--- src/rtl/bbcg_pkg.sv ---
// Shared types, codes and constants of the brake booster command gateway.
// Used by the channel interfaces, the top level and the checker.
package bbcg_pkg;

  localparam int unsigned KindW     = 3;
  localparam int unsigned PayloadW  = 64;
  localparam int unsigned MailboxW  = 4;
  localparam int unsigned FlowW     = 16;
  localparam int unsigned FlagsW    = 3;
  localparam int unsigned FaultW    = 4;
  localparam int unsigned LinkW     = 3;
  localparam int unsigned SpeedCodeW = 14;
  localparam int unsigned SeqW      = 4;
  localparam int unsigned RodW      = 12;
  localparam int unsigned GainW     = 4;
  localparam int unsigned TimeoutW  = 8;
  localparam int unsigned SpeedW    = 8;
  localparam int unsigned StatusW   = 3;
  localparam int unsigned RelCmdW   = 16;
  localparam int unsigned CfgIndexW = 3;
  localparam int unsigned CfgDataW  = 16;

  // ceil(2^16 / 9); exact for the scaled speed range of 0 to 4080.
  localparam logic [12:0] SpeedRecip = 13'd7282;

  typedef enum logic [KindW-1:0] {
    KIND_COMMAND   = 3'd0,
    KIND_SPEED     = 3'd1,
    KIND_ROD       = 3'd2,
    KIND_STATUS    = 3'd3,
    KIND_TICK      = 3'd4,
    KIND_BUS_ERROR = 3'd5
  } bbcg_kind_e;

  typedef enum logic [FaultW-1:0] {
    FAULT_NONE         = 4'd0,
    FAULT_CHECKSUM     = 4'd1,
    FAULT_STATUS_SEND  = 4'd2,
    FAULT_BUS          = 4'd3,
    FAULT_POWER_ON     = 4'd4,
    FAULT_CMD_STALE    = 4'd5,
    FAULT_MODE         = 4'd6,
    FAULT_SEQ_MISMATCH = 4'd7,
    FAULT_CTL0_SEND    = 4'd8,
    FAULT_CTL1_SEND    = 4'd9,
    FAULT_SPEED_SEND   = 4'd10
  } bbcg_fault_e;

  typedef enum logic [LinkW-1:0] {
    LINK_NONE           = 3'd0,
    LINK_ROD_CHECKSUM   = 3'd1,
    LINK_STATUS_CHECKSUM = 3'd2,
    LINK_ROD_COUNTER    = 3'd3,
    LINK_STATUS_COUNTER = 3'd4
  } bbcg_link_e;

  typedef enum logic [CfgIndexW-1:0] {
    REG_POSITION_GAIN = 3'd0,
    REG_FLOW_ZERO     = 3'd1,
    REG_FLOW_MAX      = 3'd2,
    REG_FLOW_MIN      = 3'd3,
    REG_TIMEOUT_LIMIT = 3'd4,
    REG_ROD_THRESHOLD = 3'd5
  } bbcg_reg_e;

  typedef struct packed {
    logic [GainW-1:0]    position_gain;
    logic [FlowW-1:0]    flow_zero;
    logic [FlowW-1:0]    flow_max;
    logic [FlowW-1:0]    flow_min;
    logic [TimeoutW-1:0] timeout_limit;
    logic [RodW-1:0]     rod_brake_threshold;
  } bbcg_cfg_t;

  localparam bbcg_cfg_t CfgReset = '{
    position_gain:       4'd2,
    flow_zero:           16'h7E00,
    flow_max:            16'h9200,
    flow_min:            16'h6A00,
    timeout_limit:       8'd50,
    rod_brake_threshold: 12'h23F
  };

  typedef struct packed {
    logic [FlowW-1:0]      flow_target;
    logic                  flow_valid;
    logic                  relay_on;
    logic [FlagsW-1:0]     brake_flags;
    logic [FaultW-1:0]     fault_code;
    logic [LinkW-1:0]      link_fault;
    logic [SpeedCodeW-1:0] speed_code;
    logic [SeqW-1:0]       control_seq;
    logic [SeqW-1:0]       speed_seq;
    logic [SeqW-1:0]       status_seq;
    logic [MailboxW-1:0]   sent_mask;
    logic [RodW-1:0]       rod_position;
  } bbcg_result_t;

  // Speed times 16 over 9, done as a multiply by the scaled reciprocal.
  function automatic logic [SpeedCodeW-1:0] speed_code_f(input logic [SpeedW-1:0] spd);
    logic [SpeedW+3:0] scaled;
    logic [24:0]       prod;
    scaled = {spd, 4'b0000};
    prod   = 25'(scaled) * 25'(SpeedRecip);
    return SpeedCodeW'(prod[24:16]);
  endfunction

endpackage

--- src/rtl/bbcg_channels.sv ---
// Valid/ready channel interfaces of the gateway: input items, results and
// configuration writes. Depends on bbcg_pkg for the field widths.
interface bbcg_in_if import bbcg_pkg::*; ();
  logic                valid;
  logic                ready;
  logic [KindW-1:0]    kind;
  logic [PayloadW-1:0] payload;
  logic                checksum_ok;
  logic [MailboxW-1:0] mailbox_free;

  modport source (output valid, kind, payload, checksum_ok, mailbox_free, input ready);
  modport sink   (input valid, kind, payload, checksum_ok, mailbox_free, output ready);
endinterface

interface bbcg_out_if import bbcg_pkg::*; ();
  logic                  valid;
  logic                  ready;
  logic [FlowW-1:0]      flow_target;
  logic                  flow_valid;
  logic                  relay_on;
  logic [FlagsW-1:0]     brake_flags;
  logic [FaultW-1:0]     fault_code;
  logic [LinkW-1:0]      link_fault;
  logic [SpeedCodeW-1:0] speed_code;
  logic [SeqW-1:0]       control_seq;
  logic [SeqW-1:0]       speed_seq;
  logic [SeqW-1:0]       status_seq;
  logic [MailboxW-1:0]   sent_mask;
  logic [RodW-1:0]       rod_position;

  modport source (
    output valid, flow_target, flow_valid, relay_on, brake_flags, fault_code, link_fault,
           speed_code, control_seq, speed_seq, status_seq, sent_mask, rod_position,
    input  ready
  );
  modport sink (
    input  valid, flow_target, flow_valid, relay_on, brake_flags, fault_code, link_fault,
           speed_code, control_seq, speed_seq, status_seq, sent_mask, rod_position,
    output ready
  );
endinterface

interface bbcg_cfg_if import bbcg_pkg::*; ();
  logic                 valid;
  logic                 ready;
  logic [CfgIndexW-1:0] index;
  logic [CfgDataW-1:0]  data;

  modport source (output valid, index, data, input ready);
  modport sink   (input valid, index, data, output ready);
endinterface

--- src/rtl/brake_booster_command_gateway_top.sv ---
// A tick's result passes the input register, then the result register, and is
// presented from the result register; other kinds give no result.
// Throughput: one item per cycle; input ready drops only while a tick waits in
// the input register behind a result that has not been taken.
// Reset (rst_ni low, asynchronous): state, config and valid registers reset,
// fault state startup, no result pending. No clearing pass is needed.
module brake_booster_command_gateway_top import bbcg_pkg::*; (
  input  logic     clk_i,
  input  logic     rst_ni,
  bbcg_in_if.sink  in_ch,
  bbcg_out_if.source out_ch,
  bbcg_cfg_if.sink cfg_ch
);

  typedef struct packed {
    logic                pos_mode;
    logic                rel_mode;
    logic [RodW-1:0]     pos_cmd;
    logic [RelCmdW-1:0]  rel_cmd;
    logic [RodW-1:0]     rod;
    logic [SpeedW-1:0]   speed;
    logic [StatusW-1:0]  booster_status;
    logic                driver_braking;
    logic                brk_engaged;
    logic [FaultW-1:0]   fault;
    logic [LinkW-1:0]    link;
    logic [TimeoutW-1:0] idle_ticks;
    logic [SeqW-1:0]     cmd_seq_in;
    logic [SeqW-1:0]     rod_seq_in;
    logic [SeqW-1:0]     sts_seq_in;
    logic [SeqW-1:0]     ctl_seq_out;
    logic [SeqW-1:0]     spd_seq_out;
    logic [SeqW-1:0]     sts_seq_out;
    logic                speed_phase;
  } state_t;

  localparam state_t StateReset = '{
    fault:   FAULT_POWER_ON,
    link:    LINK_NONE,
    default: '0
  };

  bbcg_cfg_t cfg_q;
  state_t    st_q, st_d;

  logic                s1_valid_q;
  logic [KindW-1:0]    s1_kind_q;
  logic [PayloadW-1:0] s1_payload_q;
  logic                s1_ok_q;
  logic [MailboxW-1:0] s1_mb_q;

  logic         out_valid_q;
  bbcg_result_t out_res_q;
  bbcg_result_t res_tick;

  logic s1_is_tick, s1_fire, tick_fire, in_acc;

  // Input stage and result register handshake.
  assign s1_is_tick  = (s1_kind_q == KIND_TICK);
  assign s1_fire     = s1_valid_q && (!s1_is_tick || !out_valid_q || out_ch.ready);
  assign tick_fire   = s1_fire && s1_is_tick;
  assign in_ch.ready = !s1_valid_q || s1_fire;
  assign in_acc      = in_ch.valid && in_ch.ready;
  assign cfg_ch.ready = 1'b1;

  always_ff @(posedge clk_i or negedge rst_ni) begin
    if (!rst_ni) begin
      s1_valid_q  <= 1'b0;
      out_valid_q <= 1'b0;
    end else begin
      if (in_acc) begin
        s1_valid_q <= 1'b1;
      end else if (s1_fire) begin
        s1_valid_q <= 1'b0;
      end
      if (tick_fire) begin
        out_valid_q <= 1'b1;
      end else if (out_ch.ready) begin
        out_valid_q <= 1'b0;
      end
    end
  end

  always_ff @(posedge clk_i) begin
    if (in_acc) begin
      s1_kind_q    <= in_ch.kind;
      s1_payload_q <= in_ch.payload;
      s1_ok_q      <= in_ch.checksum_ok;
      s1_mb_q      <= in_ch.mailbox_free;
    end
    if (tick_fire) begin
      out_res_q <= res_tick;
    end
  end

  // Configuration registers; indexes past the list are dropped.
  always_ff @(posedge clk_i or negedge rst_ni) begin
    if (!rst_ni) begin
      cfg_q <= CfgReset;
    end else if (cfg_ch.valid && cfg_ch.ready) begin
      case (bbcg_reg_e'(cfg_ch.index))
        REG_POSITION_GAIN: cfg_q.position_gain       <= cfg_ch.data[GainW-1:0];
        REG_FLOW_ZERO:     cfg_q.flow_zero           <= cfg_ch.data;
        REG_FLOW_MAX:      cfg_q.flow_max            <= cfg_ch.data;
        REG_FLOW_MIN:      cfg_q.flow_min            <= cfg_ch.data;
        REG_TIMEOUT_LIMIT: cfg_q.timeout_limit       <= cfg_ch.data[TimeoutW-1:0];
        REG_ROD_THRESHOLD: cfg_q.rod_brake_threshold <= cfg_ch.data[RodW-1:0];
        default: ;
      endcase
    end
  end

  // Position loop: zero + (command - rod) * gain, clamped; the lower clamp wins.
  logic signed [12:0] pos_err;
  logic signed [17:0] err_ext, gain_ext, prod, sum, max_ext, min_ext, clamp_hi;
  logic [FlowW-1:0]   pos_flow;

  always_comb begin
    pos_err  = $signed({1'b0, st_q.pos_cmd}) - $signed({1'b0, st_q.rod});
    err_ext  = {{5{pos_err[12]}}, pos_err};
    gain_ext = {14'b0, cfg_q.position_gain};
    prod     = err_ext * gain_ext;
    sum      = prod + $signed({2'b00, cfg_q.flow_zero});
    max_ext  = $signed({2'b00, cfg_q.flow_max});
    min_ext  = $signed({2'b00, cfg_q.flow_min});
    clamp_hi = (sum > max_ext) ? max_ext : sum;
    pos_flow = (clamp_hi < min_ext) ? cfg_q.flow_min : clamp_hi[FlowW-1:0];
  end

  logic [7:0]       byte1, byte2;
  logic [SeqW-1:0]  rx_seq;
  logic             mode_pos, mode_rel, timeout_hit, spd_slot;
  logic [FlowW-1:0] sent_flow;
  logic             sent_valid, drv_brake_new;

  always_comb begin
    byte1       = s1_payload_q[15:8];
    byte2       = s1_payload_q[23:16];
    rx_seq      = byte1[SeqW-1:0];
    mode_pos    = st_q.pos_mode && !st_q.rel_mode;
    mode_rel    = st_q.rel_mode && !st_q.pos_mode;
    timeout_hit = (st_q.idle_ticks == cfg_q.timeout_limit);
    spd_slot    = !st_q.speed_phase;
    drv_brake_new = byte2[0] | ~byte2[1];

    if (mode_pos) begin
      sent_flow  = pos_flow;
      sent_valid = 1'b1;
    end else if (mode_rel) begin
      sent_flow  = st_q.rel_cmd;
      sent_valid = 1'b1;
    end else begin
      sent_flow  = cfg_q.flow_zero;
      sent_valid = 1'b0;
    end
    if (st_q.driver_braking) begin
      sent_flow  = cfg_q.flow_zero;
      sent_valid = 1'b0;
    end

    st_d = st_q;
    if (s1_fire) begin
      case (bbcg_kind_e'(s1_kind_q))
        KIND_COMMAND: begin
          if (s1_ok_q) begin
            if (st_q.cmd_seq_in + 4'd1 == rx_seq) begin
              st_d.pos_mode   = byte1[5];
              st_d.rel_mode   = byte1[4];
              st_d.pos_cmd    = {s1_payload_q[43:40], s1_payload_q[39:32]};
              st_d.rel_cmd    = s1_payload_q[31:16];
              st_d.cmd_seq_in = st_q.cmd_seq_in + 4'd1;
              st_d.fault      = FAULT_NONE;
            end else begin
              // The counter fault stays; the timeout count still restarts.
              st_d.fault = FAULT_SEQ_MISMATCH;
            end
            st_d.idle_ticks = '0;
          end else begin
            st_d.fault = FAULT_CHECKSUM;
          end
        end
        KIND_SPEED: begin
          if (s1_ok_q) begin
            st_d.speed = s1_payload_q[31:24];
          end else begin
            st_d.fault = FAULT_CHECKSUM;
          end
        end
        KIND_ROD: begin
          if (s1_ok_q) begin
            if (st_q.rod_seq_in + 4'd1 == rx_seq) begin
              st_d.rod        = {s1_payload_q[35:32], s1_payload_q[31:24]};
              st_d.rod_seq_in = st_q.rod_seq_in + 4'd1;
            end else begin
              st_d.link = LINK_ROD_COUNTER;
            end
          end else begin
            st_d.link = LINK_ROD_CHECKSUM;
          end
        end
        KIND_STATUS: begin
          if (s1_ok_q) begin
            if (st_q.sts_seq_in + 4'd1 == rx_seq) begin
              st_d.booster_status = s1_payload_q[21:19];
              st_d.driver_braking = drv_brake_new;
              st_d.brk_engaged    = drv_brake_new ||
                                    (st_q.rod > cfg_q.rod_brake_threshold);
              st_d.sts_seq_in     = st_q.sts_seq_in + 4'd1;
            end else begin
              st_d.link = LINK_STATUS_COUNTER;
            end
          end else begin
            st_d.link = LINK_STATUS_CHECKSUM;
          end
        end
        KIND_TICK: begin
          // Later causes overwrite earlier ones, so the last one listed wins.
          if (!mode_pos && !mode_rel) begin
            st_d.fault    = FAULT_MODE;
            st_d.pos_mode = 1'b0;
            st_d.rel_mode = 1'b0;
          end
          if (!s1_mb_q[0]) st_d.fault = FAULT_CTL0_SEND;
          if (!s1_mb_q[1]) st_d.fault = FAULT_CTL1_SEND;
          if (spd_slot && !s1_mb_q[2]) st_d.fault = FAULT_SPEED_SEND;
          if (!s1_mb_q[3]) st_d.fault = FAULT_STATUS_SEND;
          st_d.ctl_seq_out = st_q.ctl_seq_out + SeqW'(s1_mb_q[1]);
          st_d.spd_seq_out = st_q.spd_seq_out + SeqW'(spd_slot && s1_mb_q[2]);
          st_d.sts_seq_out = st_q.sts_seq_out + SeqW'(s1_mb_q[3]);
          st_d.speed_phase = !st_q.speed_phase;
          if (timeout_hit) begin
            st_d.fault    = FAULT_CMD_STALE;
            st_d.pos_mode = 1'b0;
            st_d.rel_mode = 1'b0;
          end else begin
            st_d.idle_ticks = st_q.idle_ticks + 8'd1;
          end
        end
        KIND_BUS_ERROR: st_d.fault = FAULT_BUS;
        default: ;
      endcase
    end

    res_tick.flow_target  = sent_flow;
    res_tick.flow_valid   = sent_valid;
    res_tick.relay_on     = st_q.brk_engaged;
    res_tick.brake_flags  = {st_q.brk_engaged, st_q.driver_braking,
                             (st_q.booster_status == 3'd7)};
    res_tick.fault_code   = st_d.fault;
    res_tick.link_fault   = st_q.link;
    res_tick.speed_code   = speed_code_f(st_q.speed);
    res_tick.control_seq  = st_q.ctl_seq_out;
    res_tick.speed_seq    = st_q.spd_seq_out;
    res_tick.status_seq   = st_q.sts_seq_out;
    res_tick.sent_mask    = {s1_mb_q[3], spd_slot && s1_mb_q[2], s1_mb_q[1], s1_mb_q[0]};
    res_tick.rod_position = st_q.rod;
  end

  always_ff @(posedge clk_i or negedge rst_ni) begin
    if (!rst_ni) begin
      st_q <= StateReset;
    end else begin
      st_q <= st_d;
    end
  end

  assign out_ch.valid        = out_valid_q;
  assign out_ch.flow_target  = out_res_q.flow_target;
  assign out_ch.flow_valid   = out_res_q.flow_valid;
  assign out_ch.relay_on     = out_res_q.relay_on;
  assign out_ch.brake_flags  = out_res_q.brake_flags;
  assign out_ch.fault_code   = out_res_q.fault_code;
  assign out_ch.link_fault   = out_res_q.link_fault;
  assign out_ch.speed_code   = out_res_q.speed_code;
  assign out_ch.control_seq  = out_res_q.control_seq;
  assign out_ch.speed_seq    = out_res_q.speed_seq;
  assign out_ch.status_seq   = out_res_q.status_seq;
  assign out_ch.sent_mask    = out_res_q.sent_mask;
  assign out_ch.rod_position = out_res_q.rod_position;

endmodule

--- src/flat_wrapper.sv ---
// flat-port wrapper written by rule: the top's interface ports become plain ports
module brake_booster_command_gateway_top_flat import bbcg_pkg::*;
  (clk_i, rst_ni, in_ch_valid, in_ch_kind, in_ch_payload, in_ch_checksum_ok, in_ch_mailbox_free, in_ch_ready, out_ch_valid, out_ch_flow_target, out_ch_flow_valid, out_ch_relay_on, out_ch_brake_flags, out_ch_fault_code, out_ch_link_fault, out_ch_speed_code, out_ch_control_seq, out_ch_speed_seq, out_ch_status_seq, out_ch_sent_mask, out_ch_rod_position, out_ch_ready, cfg_ch_valid, cfg_ch_index, cfg_ch_data, cfg_ch_ready);
  bbcg_in_if in_ch_i ();
  bbcg_out_if out_ch_i ();
  bbcg_cfg_if cfg_ch_i ();
  input  logic clk_i;
  input  logic rst_ni;
  input wire logic [$bits(in_ch_i.valid)-1:0] in_ch_valid;
  input wire logic [$bits(in_ch_i.kind)-1:0] in_ch_kind;
  input wire logic [$bits(in_ch_i.payload)-1:0] in_ch_payload;
  input wire logic [$bits(in_ch_i.checksum_ok)-1:0] in_ch_checksum_ok;
  input wire logic [$bits(in_ch_i.mailbox_free)-1:0] in_ch_mailbox_free;
  output wire logic [$bits(in_ch_i.ready)-1:0] in_ch_ready;
  output wire logic [$bits(out_ch_i.valid)-1:0] out_ch_valid;
  output wire logic [$bits(out_ch_i.flow_target)-1:0] out_ch_flow_target;
  output wire logic [$bits(out_ch_i.flow_valid)-1:0] out_ch_flow_valid;
  output wire logic [$bits(out_ch_i.relay_on)-1:0] out_ch_relay_on;
  output wire logic [$bits(out_ch_i.brake_flags)-1:0] out_ch_brake_flags;
  output wire logic [$bits(out_ch_i.fault_code)-1:0] out_ch_fault_code;
  output wire logic [$bits(out_ch_i.link_fault)-1:0] out_ch_link_fault;
  output wire logic [$bits(out_ch_i.speed_code)-1:0] out_ch_speed_code;
  output wire logic [$bits(out_ch_i.control_seq)-1:0] out_ch_control_seq;
  output wire logic [$bits(out_ch_i.speed_seq)-1:0] out_ch_speed_seq;
  output wire logic [$bits(out_ch_i.status_seq)-1:0] out_ch_status_seq;
  output wire logic [$bits(out_ch_i.sent_mask)-1:0] out_ch_sent_mask;
  output wire logic [$bits(out_ch_i.rod_position)-1:0] out_ch_rod_position;
  input wire logic [$bits(out_ch_i.ready)-1:0] out_ch_ready;
  input wire logic [$bits(cfg_ch_i.valid)-1:0] cfg_ch_valid;
  input wire logic [$bits(cfg_ch_i.index)-1:0] cfg_ch_index;
  input wire logic [$bits(cfg_ch_i.data)-1:0] cfg_ch_data;
  output wire logic [$bits(cfg_ch_i.ready)-1:0] cfg_ch_ready;
  assign in_ch_i.valid = in_ch_valid;
  assign in_ch_i.kind = in_ch_kind;
  assign in_ch_i.payload = in_ch_payload;
  assign in_ch_i.checksum_ok = in_ch_checksum_ok;
  assign in_ch_i.mailbox_free = in_ch_mailbox_free;
  assign in_ch_ready = in_ch_i.ready;
  assign out_ch_valid = out_ch_i.valid;
  assign out_ch_flow_target = out_ch_i.flow_target;
  assign out_ch_flow_valid = out_ch_i.flow_valid;
  assign out_ch_relay_on = out_ch_i.relay_on;
  assign out_ch_brake_flags = out_ch_i.brake_flags;
  assign out_ch_fault_code = out_ch_i.fault_code;
  assign out_ch_link_fault = out_ch_i.link_fault;
  assign out_ch_speed_code = out_ch_i.speed_code;
  assign out_ch_control_seq = out_ch_i.control_seq;
  assign out_ch_speed_seq = out_ch_i.speed_seq;
  assign out_ch_status_seq = out_ch_i.status_seq;
  assign out_ch_sent_mask = out_ch_i.sent_mask;
  assign out_ch_rod_position = out_ch_i.rod_position;
  assign out_ch_i.ready = out_ch_ready;
  assign cfg_ch_i.valid = cfg_ch_valid;
  assign cfg_ch_i.index = cfg_ch_index;
  assign cfg_ch_i.data = cfg_ch_data;
  assign cfg_ch_ready = cfg_ch_i.ready;
  brake_booster_command_gateway_top u_core (.clk_i(clk_i), .rst_ni(rst_ni), .in_ch(in_ch_i), .out_ch(out_ch_i), .cfg_ch(cfg_ch_i));
endmodule
--- config.mk ---
export PLATFORM = sky130hd
export DESIGN_NAME = brake_booster_command_gateway_top_flat
export DESIGN_NICKNAME = d
export VERILOG_FILES = /design/src/rtl/bbcg_pkg.sv /design/src/rtl/bbcg_channels.sv /design/src/rtl/brake_booster_command_gateway_top.sv /design/src/flat_wrapper.sv
export SDC_FILE = /design/constraint.sdc
export NUM_CORES = 1
export LEC_CHECK = 0
export BUFFER_PORTS_ARGS = -buffer_cell sky130_fd_sc_hd__buf_2
export CAP_MARGIN = 10
export CORE_MARGIN = 1.5
export CORE_UTILIZATION = 34
export DETAILED_ROUTE_END_ITERATION = 16
export PLACE_DENSITY = 0.51
export SYNTH_ARGS = -nofsm -noshare
export SYNTH_HDL_FRONTEND = slang
export SYNTH_SLANG_ARGS = --single-unit
--- constraint.sdc ---
create_clock -name clk_i -period 10.2 [get_ports clk_i]
set_input_delay 0.51 -clock clk_i [delete_from_list [all_inputs] [get_ports clk_i]]
set_output_delay 0.51 -clock clk_i [all_outputs]
set_load 0.02 [all_outputs]
### Word level (Yosys, flattened, before mapping)

Index checks and enable logic that the tools add are counted.
W data, S select, Z words.

* register bits after elaboration: 286
* bits of input ports: 96
* logic and storage cells: 165

* add/subtract/negate cells: 9
* $mul: 2
* $lt $le $gt $ge: 3
* eq/ne operators: 21
* multiplexer cells: 44
* bitwise operators: 2
* reduce and logical (&&, ||, !) cells: 41

Operators with widths (count)
* $mux W16: 4
* $mux W4: 16
* $mux W30: 2
* $mux W40: 1
* $mul A8 B12 Y20 const B: 1
* $reduce_and A4 Y1: 5
* $add A18 B17 Y18: 1
* $gt A18 B17 Y1: 1
* $lt A18 B17 Y1: 1
* $mul A13 B5 Y18: 1
* $mux W18: 1
* $pmux W4 S4: 1
* $pmux W8 S2: 1
* $eq A3 B3 Y1 const B: 5
* $mux W3: 5
* $reduce_and A2 Y1: 7
* $mux W13: 1
* $sub A12 B12 Y13: 1
* $add A4 B1 Y4: 3
* $add A4 B1 Y4 const B: 3
* $eq A3 B2 Y1 const B: 4
* $eq A4 B4 Y1: 3
* $gt A12 B12 Y1: 1
* $mux W12: 1
* other kinds (20): 52

### Logic depth before layout (Yosys ltp)

Gate-level depths: netlist (run 1).

* word-level depth: 12
* depth in mapped cells: 46

### Least setup slack after synthesis (run 1)

OpenSTA, ideal clock, no wires.

* kind: register to register
* start: register u_core.st_q (netlist bit u_core.res_tick[0])
* end: register u_core.out_res_q (netlist bit u_core.out_ch.flow_target[11]) (data pin)
* arrival: 8416 ps
* required time: 9939 ps
* path slack: 1523 ps
* cell stages (with the launch flop): 44
* clock period less this slack: 8677 ps
* cell sequence: dfrtp_1 ha_1 fa_1 nor2b_1 o21ai_0 a21boi_0 o21ai_0 a21boi_0 o21ai_0 a21oi_1 nor3_1 nor3b_1 fa_1 fa_1 inv_1 fa_1 inv_1 ha_1 [8 not listed] a2111oi_4 a221oi_1 o2bb2ai_2 nand2_1 buf_2 buf_6 a21oi_1 ha_1 a21o_1 a21o_1 a21oi_1 o21ai_0 a21oi_1 nor3b_2 a31oi_4 nor2_2 buf_2 a221o_1

RTL lines
* from (decl): RTL line brake_booster_command_gateway_top.sv:44 `state_t st_q, st_d;`
* from (signal assigned): RTL line brake_booster_command_gateway_top.sv:261 `st_q <= StateReset;`
* from (signal assigned): RTL line brake_booster_command_gateway_top.sv:263 `st_q <= st_d;`
* to (signal assigned): RTL line brake_booster_command_gateway_top.sv:92 `out_res_q <= res_tick;`
* to (decl): RTL line brake_booster_command_gateway_top.sv:53 `bbcg_result_t out_res_q;`

==> results of run 1 <==
==> flip-flops by register name (all words and copies together) (netlist names), 3 cells and up <==
register and flops:
u_core.out_ch.status_seq 4, u_core.s1_mb_q 4, u_core.s1_payload_q 34, u_core.out_ch.sent_mask 4, u_core.out_ch.brake_flags 3, u_core.out_ch.rod_position 12
u_core.out_ch.link_fault 3, u_core.out_ch.flow_target 16, u_core.out_ch.fault_code 4, u_core.res_tick 29, u_core.st_q 66, u_core.cfg_q 72
u_core.s1_kind_q 3, u_core.out_ch.speed_seq 4, u_core.out_ch.speed_code 9, u_core.out_ch.control_seq 4
==> cell usage after synthesis (14+ instances only) <==
| master | instances |
|---|---|
| and2_1 | 43 |
| dfstp_2 | 25 |
| mux2_2 | 106 |
| nand4_1 | 18 |
| a21o_1 | 22 |
| dfrtp_1 | 144 |
| edfxtp_1 | 106 |
| clkbuf_1 | 22 |
| a221o_1 | 14 |
| nand2_1 | 89 |
| xor2_1 | 23 |
| inv_1 | 187 |
| xnor2_1 | 51 |
| ha_1 | 147 |
| nor2_1 | 54 |
| o21ai_0 | 95 |
| fa_1 | 61 |
| a21oi_1 | 44 |
| nor2b_1 | 34 |
==> cell usage in the layout (no fill, tap or decap), types with 11 or more instances in the layout <==
cell	synthesis	routed
a21o_1	22	22
a21oi_1	44	42
a221o_1	14	14
and2_1	43	40
buf_2	8	131
buf_4	7	11
clkbuf_16	0	35
dfrtp_1	144	144
dfstp_2	25	25
edfxtp_1	106	106
fa_1	61	61
ha_1	147	147
inv_1	187	187
mux2_2	106	106
nand2_1	89	89
nand3_1	13	13
nand4_1	18	18
nor2_1	54	54
nor2b_1	34	34
o21ai_0	95	88
xnor2_1	51	50
xor2_1	23	21
==> cells by family after synthesis <==
| kind of cell | share of synthesized area (%) |
|---|---|
| XOR/XNOR | 4.177 |
| AND/OR/NAND/NOR | 10.10 |
| adder cells (fa/ha/maj) | 18.61 |
| other | 0.04567 |
| AO/OA/AOI/OAI | 8.895 |
| buffers and inverters | 5.494 |
| multiplexers | 7.411 |
| flip-flops | 45.27 |
==> metal layers <==
layer	vias to the layer above	GRT usage, %	routed length, um
li1	5238	-	-
met1	5323	23.67	19580
met2	206	26.01	18270
met3	58	3.016	1885
met4	0	5.530	1011
met5	-	0	0
==> report_power, final <==
group	switching, mW	leakage [nW]	internal [mW]
combinational	1.71	5.09	1.34
sequential	0.128	3.06	1.35
clock	0.490	0.573	0.747
==> final cells by class <==
class                      count  share of cell area [%]
multi-input combinational    940                   43.00
sequential                   275                   39.10
clock buffer                  45                   5.061
timing repair buffer         145                   4.095
tap                          615                   4.043
inverter                     187                   3.688
clock inverter                17                  0.9926
antenna                        1                 0.01315
==> worst max-delay path, delay by kind of cell, from the launching register on <==
family	cells	cell delay (ns)
compound gates	21	4.11
fa+ha+maj	7	2.83
simple gates	7	0.99
buf+inv	5	0.65
flops	1	0.40
xor+xnor	1	0.20
==> final timing paths <==
| check | start | endpoint |
|---|---|---|
| max | u_core.res_tick[2] | u_core.out_ch.flow_target[15] |
| min | in_ch_mailbox_free[3] | u_core.s1_mb_q[3] |
| max reg2reg | u_core.res_tick[2] | u_core.out_ch.flow_target[15] |
| min reg2reg | u_core.res_tick[42] | u_core.out_ch.link_fault[0] |
| max in group asynchronous | rst_ni | u_core.cfg_q[49] |
| min in group asynchronous | rst_ni | u_core.res_tick[27] |
==> timing repair <==
action                     4_1_cts  5_1_grt
hold endpoints to repair        31        0
resized for setup                0       18
setup endpoints to repair        0       16
hold buffers                     1        0
==> per-stage QoR <==
stage	total power [mW]	hold WS, ns	utilization [%]	setup WS, ns
after floorplan	3.806	0.2144	-	1.523
after global placement	4.497	0.4302	37.32	0.5564
after detailed placement	4.551	0.4329	37.32	0.4240
after CTS	5.832	0.09336	39.76	0.3883
after global routing	6.339	0.1033	39.86	0.03157
final	5.763	0.1266	39.87	0.7497
==> impl_metrics.env, run 1 <==
export IMPL_num_io_pins=169
export IMPL_ys_seq_elements=275
export IMPL_first_global_vias=11018
export IMPL_dieArea_um2=49690
export IMPL_critPathMaxStageDelay_ns=0.53
export IMPL_max_freq_ghz=0.1058
export IMPL_io_buffer_count=132
export IMPL_fillCellCount=4631
export IMPL_arrival_ns=9.73
export IMPL_initialDrtViolationCount=622
export IMPL_initial_utilization_pct=34.44
export IMPL_nets=1887
export IMPL_rows=80
export IMPL_core_um2=47750
export IMPL_drive_gt1_share_pct=22.44
export IMPL_vias=10825
export IMPL_cp_required_ns=10.48
export IMPL_rsz0062_at_grt="no"
export IMPL_yosysTopAreaCell="dfrtp_1"
export IMPL_drv_cap=0
export IMPL_track_usage_pct=16.77
export IMPL_synth_avg_cell_area_um2=11.43
export IMPL_ir_drop_uv=146.7
export IMPL_setup_viol=0
export IMPL_clk_pin_slew_ns=0.06
export IMPL_min_period_ns=9.450
export IMPL_fin_crit_sh_pct=92.65
export IMPL_clock_path_buffers=3
export IMPL_status="completed"
export IMPL_multi_input_area_um2=8185
export IMPL_vias_per_cell=4.865
export IMPL_die_w_um=222.9
export IMPL_routed_wl_um=40750
export IMPL_yosys_most_used_dff="dfrtp_1"
export IMPL_cts_made_buffers=34
export IMPL_stdcell_area_um2=19030
export IMPL_drt_pass1_iter_count=5
export IMPL_clk_latency_ns=0.55
export IMPL_syn2layout_area_growth_pct=15.76
export IMPL_grt_pass1_wl_um=63780
export IMPL_finalSetupTns_ns=0
export IMPL_cpMaxStageDelayCell="fa_1"
export IMPL_grt_max_degree=70
export IMPL_place_gp_congestion=0.8708
export IMPL_maxSlewViolCount=0
export IMPL_p_leak_nw=8.719
export IMPL_yosysSeqAreaShare_pct=45.27
export IMPL_seq_area_um2=7443
export IMPL_synth_edf_count=106
export IMPL_synth_cell_types=74
export IMPL_cts_setup_buffers=0
export IMPL_dp_cells=2160
export IMPL_root_buffer="clkbuf_16"
export IMPL_antenna_left=0
export IMPL_grt_overflow_total=0
export IMPL_dpl_instance_area_um2=17820
export IMPL_cp_end_kind="flip-flop"
export IMPL_relSlewSlack_pct=24.89
export IMPL_skew_ns=0.02933
export IMPL_hold_path_class="input port to flip-flop"
export IMPL_yosysWarnings=0
export IMPL_rrSetupSlack_ns=0.75
export IMPL_hold_viol=0
export IMPL_clkSinkCount=275
export IMPL_antenna_found_initial=3
export IMPL_cts_tree="yes"
export IMPL_wire_per_inst_um=18.31
export IMPL_synth_area_leaders="dfrtp_1 (22%), edfxtp_1 (19%), ha_1 (11%), fa_1 (7.4%), mux2_2 (7.3%)"
export IMPL_cp_max_fo=19
export IMPL_synth_top_area_share_pct=21.91
export IMPL_syn_inst=1438
export IMPL_drc=0
export IMPL_worst_pin_slew_ns=1.121
export IMPL_htreeDepth=2
export IMPL_ys_async_sr_fraction_pct=61.45
export IMPL_die_h_um=222.9
export IMPL_layoutNonFillerInstCount=2225
export IMPL_p_per_area_nw_per_um2=302.8
export IMPL_r2r_cells=41
export IMPL_path_class="flip-flop to flip-flop"
export IMPL_netlist_area_um2=16440
export IMPL_holdPathStages=1
export IMPL_cp_start_kind="flip-flop"
export IMPL_dpl_hpwl_um=30950
No activity file was read; power rests on OpenSTA's default activity.
==> run 2: changes to the inputs <==
- RECOVER_POWER: default -> 25
- clock period: 10.2 -> 11.35 ns (I/O delays scaled with it)
==> run 2 against run 1 <==
The flow now finishes with violations (max-capacitance violations, max-slew violations). Clock-buffer cell count down 3. Worst setup slack better by 0.54 ns. Total power down 11%. Global-route usage down 0.065 points. Maximum frequency down 6.1%. Register-to-register slack better by 0.54 ns. Critical path depth unchanged. Worst hold slack better by 0.074 ns. Wire length down 0.61%. Flip-flop and latch count unchanged. Highest routed layer is now met5.
==> impl_metrics.env, run 2 (synthesized netlist as in run 1, its figures left out) <==
export IMPL_status="complete, but fails checks"
export IMPL_violations="max-capacitance violations, max-slew violations"
export IMPL_grt_pass1_wl_um=63380
export IMPL_seq_area_um2=7443
export IMPL_dp_cells=2158
export IMPL_cts_hold_buf=0
export IMPL_ir_drop_uv=153.9
export IMPL_die_h_um=222.9
export IMPL_min_period_ns=10.06
export IMPL_htreeDepth=2
export IMPL_finalSetupTns_ns=0
export IMPL_arrival_ns=10.45
export IMPL_core_um2=47750
export IMPL_max_freq_ghz=0.09941
export IMPL_layoutNonFillerInstCount=2222
export IMPL_routed_wl_um=40500
export IMPL_place_gp_congestion=0.8958
export IMPL_mostFrequentLayoutCells="inv_1 (187), ha_1 (147), dfrtp_1 (144), buf_2 (127)"
export IMPL_p_leak_nw=8.632
export IMPL_top_regs="u_core.cfg_q (72), u_core.st_q (66), u_core.s1_payload_q (34)"
export IMPL_rrSetupSlack_ns=1.29
export IMPL_num_io_pins=169
export IMPL_grt_overflow_total=0
export IMPL_dieArea_um2=49690
export IMPL_clkSinkCount=275
export IMPL_cpMaxStageDelayCell="fa_1"
export IMPL_clock_path_buffers=3
export IMPL_first_global_vias=11012
export IMPL_die_w_um=222.9
export IMPL_nets=1883
export IMPL_track_usage_pct=16.70
export IMPL_drt_pass1_iter_count=4
export IMPL_regMostFlops="u_core.cfg_q"
export IMPL_drive_gt1_share_pct=21.25
export IMPL_final_common_cell="inv_1"
export IMPL_dpl_hpwl_um=30720
export IMPL_drv_cap=1
export IMPL_maxSlewViolCount=95
export IMPL_cp_top_family="compound AO/OA/AOI/OAI gates"
export IMPL_drc=0
export IMPL_skew_ns=0.01933
export IMPL_worst_pin_slew_ns=5.543
export IMPL_initial_utilization_pct=34.44
export IMPL_cp_required_ns=11.74
export IMPL_cp_max_fo=14
export IMPL_vias=10753
export IMPL_hold_path_class="input port to flip-flop"
export IMPL_relSlewSlack_pct=-269.5
export IMPL_syn2layout_area_growth_pct=14.78
export IMPL_cts_resized=0
export IMPL_multi_input_area_um2=8144
export IMPL_clk_latency_ns=0.54
export IMPL_cts_setup_buffers=0
export IMPL_worst_path_buf_inv=3
export IMPL_critPathMaxStageDelay_ns=0.54
export IMPL_clk_pin_slew_ns=0.06
export IMPL_fin_crit_sh_pct=88.63
export IMPL_largest_reg_flops=72
export IMPL_whs_ns=0.2010
export IMPL_io_buffer_count=132
export IMPL_initialDrtViolationCount=576
export IMPL_wire_per_inst_um=18.23
export IMPL_rsz0062_at_grt="no"
export IMPL_vias_per_cell=4.839
export IMPL_cts_made_buffers=34
export IMPL_cp_end_kind="flip-flop"
export IMPL_crit_top_cell="a21oi_1"
export IMPL_antenna_found_initial=3
export IMPL_utilization_pct=39.53
export IMPL_p_per_area_nw_per_um2=271.1
export IMPL_grt_max_degree=95
export IMPL_path_class="flip-flop to flip-flop"
export IMPL_root_buffer="clkbuf_16"
export IMPL_setup_viol=0
export IMPL_cp_start_kind="flip-flop"
export IMPL_hold_viol=0
export IMPL_fillCellCount=4629
export IMPL_rows=80
export IMPL_antenna_left=0
export IMPL_cts_tree="yes"
==> run 2: path summary, 6_finish.rpt <==
check / start / endpoint / cells after the start
max: u_core.res_tick[0] / u_core.out_ch.flow_target[0] / 41
min: in_ch_mailbox_free[2] / u_core.s1_mb_q[2] / 1
max reg2reg: u_core.res_tick[0] / u_core.out_ch.flow_target[0] / 41
min reg2reg: u_core.res_tick[43] / u_core.out_ch.link_fault[1] / 0
max in group asynchronous: rst_ni / u_core.cfg_q[30] / 1
min in group asynchronous: rst_ni / u_core.res_tick[27] / 1
==> run 2: worst register-to-register path, delay by kind of cell, from the launching register on <==
family / cells / cell delay (ns)
AO/OA/AOI/OAI: 20 / 3.98
adder cells (fa/ha/maj): 8 / 3.13
AND/OR/NAND/NOR: 8 / 1.51
flip-flops: 1 / 0.41
XOR/XNOR: 1 / 0.20
multiplexers: 1 / 0.37
buffers and inverters: 3 / 0.32
==> run 2: routing by layer <==
layer	up-vias	global-route usage, %	wire, um	part of all wire [%]
met4	2	6.890	1378	3.4
met3	75	3.490	2000	4.9
met1	5252	23.03	19250	48
li1	5221	-	-	-
met5	-	0	13	0.032
met2	203	25.55	17860	44
==> run 2: cell type report <==
type	count	area share, %
Inverter	187	3.719
Sequential cell	275	39.44
Clock inverter	20	0.9016
Clock buffer	42	4.886
Antenna cell	2	0.02652
Timing Repair Buffer	141	3.805
Multi-Input combinational cell	940	43.15
Tap cell	615	4.077
==> run 2: report_power, final <==
part	internal [mW]	switching, mW	total (mW)
clock network	0.628	0.438	1.07
logic	1.19	1.53	2.72
registers	1.22	0.115	1.33
==> run 2: stage by stage <==
stage	worst slack (ns)	total power, mW	instance area [um2]
after floorplan	2.673	3.420	16460
after global placement	1.488	4.023	17790
after detailed placement	1.410	4.077	17790
after CTS	1.312	5.188	18890
after global routing	0.5025	5.604	18870
final	1.291	5.117	18870
==> run 3: changes to the inputs <==
==> constraint.sdc (replaced) <==
create_clock -name clk_i -period 11.35 [get_ports clk_i]
set_input_delay 1.135 -clock clk_i [delete_from_list [all_inputs] [get_ports clk_i]]
set_output_delay 1.135 -clock clk_i [all_outputs]
set_load 0.02 [all_outputs]
==> run 3 against run 2 <==
The run still ends with max-capacitance violations, max-slew violations left. Non-clock buffer count is 1 higher. Register-to-register slack worse by 0.08 ns. Worst hold slack gained 0.24 ns. Cell count unchanged. Critical path depth increased by 1. Total power up 0.67%. Largest power group unchanged. Highest routed layer unchanged.
==> impl_metrics.env, run 3 (synthesized netlist as in run 1, its figures left out) <==
export IMPL_status="complete, but fails checks"
export IMPL_violations="max-capacitance violations, max-slew violations"
export IMPL_max_freq_ghz=0.09866
export IMPL_core_um2=47750
export IMPL_hold_viol=0
export IMPL_final_common_cell="inv_1"
export IMPL_r2r_cells=42
export IMPL_wire_per_inst_um=18.18
export IMPL_die_h_um=222.9
export IMPL_swShare_pct=40.30
export IMPL_p_leak_nw=8.650
export IMPL_skew_ns=0.01806
export IMPL_path_class="flip-flop to flip-flop"
export IMPL_cts_made_buffers=34
export IMPL_arrival_ns=10.53
export IMPL_min_from="u_core.res_tick[43]"
export IMPL_clk_pin_slew_ns=0.06
export IMPL_largest_reg_flops=72
export IMPL_num_io_pins=169
export IMPL_post_place_ws_ns=1.281
export IMPL_clk_latency_ns=0.55
export IMPL_cp_required_ns=11.74
export IMPL_clockPowerShare_pct=21.9
export IMPL_setup_viol=0
export IMPL_die_w_um=222.9
export IMPL_cts_hold_buf=0
export IMPL_dpl_hpwl_um=30640
export IMPL_critPathMaxStageDelay_ns=0.53
export IMPL_drc=0
export IMPL_track_usage_pct=16.65
export IMPL_htreeDepth=2
export IMPL_first_global_vias=10790
export IMPL_maxSlewViolCount=174
export IMPL_io_buffer_count=132
export IMPL_rows=80
export IMPL_fin_crit_sh_pct=89.30
export IMPL_utilization_pct=39.66
export IMPL_crit_top_cell="a21oi_1"
export IMPL_cp_start_kind="flip-flop"
export IMPL_multi_input_area_um2=8139
export IMPL_hold_path_class="flip-flop to flip-flop"
export IMPL_grt_pass1_wl_um=63260
export IMPL_routed_wl_um=40400
export IMPL_rsz0062_at_grt="no"
export IMPL_grt_overflow_total=0
export IMPL_syn2layout_area_growth_pct=15.17
export IMPL_regMostFlops="u_core.cfg_q"
export IMPL_root_buffer="clkbuf_16"
export IMPL_cp_max_fo=19
export IMPL_setup_ws_ns=1.214
export IMPL_ir_drop_uv=187.9
export IMPL_whs_ns=0.4439
export IMPL_vias=10755
export IMPL_vias_per_cell=4.840
export IMPL_antenna_found_initial=2
export IMPL_rr_startpoint="u_core.res_tick[0]"
export IMPL_p_sw_mw=2.076
export IMPL_dieArea_um2=49690
export IMPL_mostFrequentLayoutCells="inv_1 (187), ha_1 (147), dfrtp_1 (144), buf_2 (127)"
export IMPL_holdPathStages=0
export IMPL_cts_resized=0
export IMPL_initial_utilization_pct=34.44
export IMPL_initialDrtViolationCount=607
export IMPL_cpMaxStageDelayCell="fa_1"
export IMPL_rrSetupSlack_ns=1.21
export IMPL_fillCellCount=4632
export IMPL_worst_pin_slew_ns=3.988
export IMPL_clock_path_buffers=3
export IMPL_drv_cap=3
export IMPL_intPower_mw=3.075
export IMPL_cp_end_kind="flip-flop"
export IMPL_seq_area_um2=7443
export IMPL_top_regs="u_core.cfg_q (72), u_core.st_q (66), u_core.s1_payload_q (34)"
export IMPL_relSlewSlack_pct=-165.9
export IMPL_seqPwrFrac_pct=25.8
export IMPL_drive_gt1_share_pct=21.11
export IMPL_hold_path_end="u_core.out_ch.link_fault[1]"
export IMPL_cts_setup_buffers=0
export IMPL_finalSetupTns_ns=0
export IMPL_clkSinkCount=275
export IMPL_drt_pass1_iter_count=4
export IMPL_p_per_area_nw_per_um2=272.0
export IMPL_grt_max_degree=72
export IMPL_antenna_left=0
export IMPL_place_gp_congestion=0.8811
export IMPL_pwr_share_comb_pct=52.3
export IMPL_nets=1884
export IMPL_cts_tree="yes"
export IMPL_timing_rr_end="u_core.out_ch.flow_target[0]"
export IMPL_min_period_ns=10.14
## run 3: power groups by stage
stage	sequential, mW	clock, mW	combinational, mW
after detailed placement	1.35	0	2.71
final	1.33	1.13	2.69
after global routing	1.35	1.20	3.09
after CTS	1.33	1.16	2.73
after global placement	1.35	0	2.66
after floorplan	1.32	0	2.10
## run 3: stage by stage
step,power [mW],cells,cell area (um2)
floorplan,3.420,1442,16460
global placement,4.010,2158,17790
detailed placement,4.059,2158,17790
CTS,5.224,2220,18960
global route,5.640,2221,18940
finish,5.151,2222,18940
## run 3: how the worst max path moves through the flow
stage,start,end,slack (ns),cells past startpoint
2_1_floorplan,u_core.res_tick[0],u_core.out_ch.flow_target[11],2.67,43
3_3_place_gp,u_core.res_tick[0],u_core.out_ch.flow_target[0],1.36,42
3_5_place_dp,u_core.res_tick[0],u_core.out_ch.flow_target[0],1.28,42
4_1_cts,u_core.res_tick[0],u_core.out_ch.flow_target[0],1.23,42
5_1_grt,u_core.res_tick[0],u_core.out_ch.flow_target[0],0.51,42
6_report,u_core.res_tick[0],u_core.out_ch.flow_target[0],1.21,42
## run 3: layout make-up
cell class                 instances  area share (%)
antenna                            1         0.01321
clock buffer                      51           5.484
clock inverter                    11          0.6805
inverter                         187           3.706
multi-input combinational        940           42.98
sequential                       275           39.30
tap                              615           4.063
timing repair buffer             142           3.772
## run 3: critical path, delay by kind of cell (launching register included)
| kind | cells | cell delay, ns |
|---|---|---|
| AO/OA/AOI/OAI | 22 | 4.33 |
| XOR/XNOR | 1 | 0.19 |
| flip-flops | 1 | 0.41 |
| AND/OR/NAND/NOR | 8 | 1.55 |
| adder cells (fa/ha/maj) | 8 | 3.12 |
| buffers and inverters | 3 | 0.38 |
## run 3: routing by layer
layer  vias to the layer above  share of wire, %  global-route usage [%]
li1                       5212                 -                       -
met1                      5312                49                   23.67
met2                       177                45                   25.79
met3                        52               4.1                   3.003
met4                         2               2.3                   5.157
met5                         -             0.032                       0
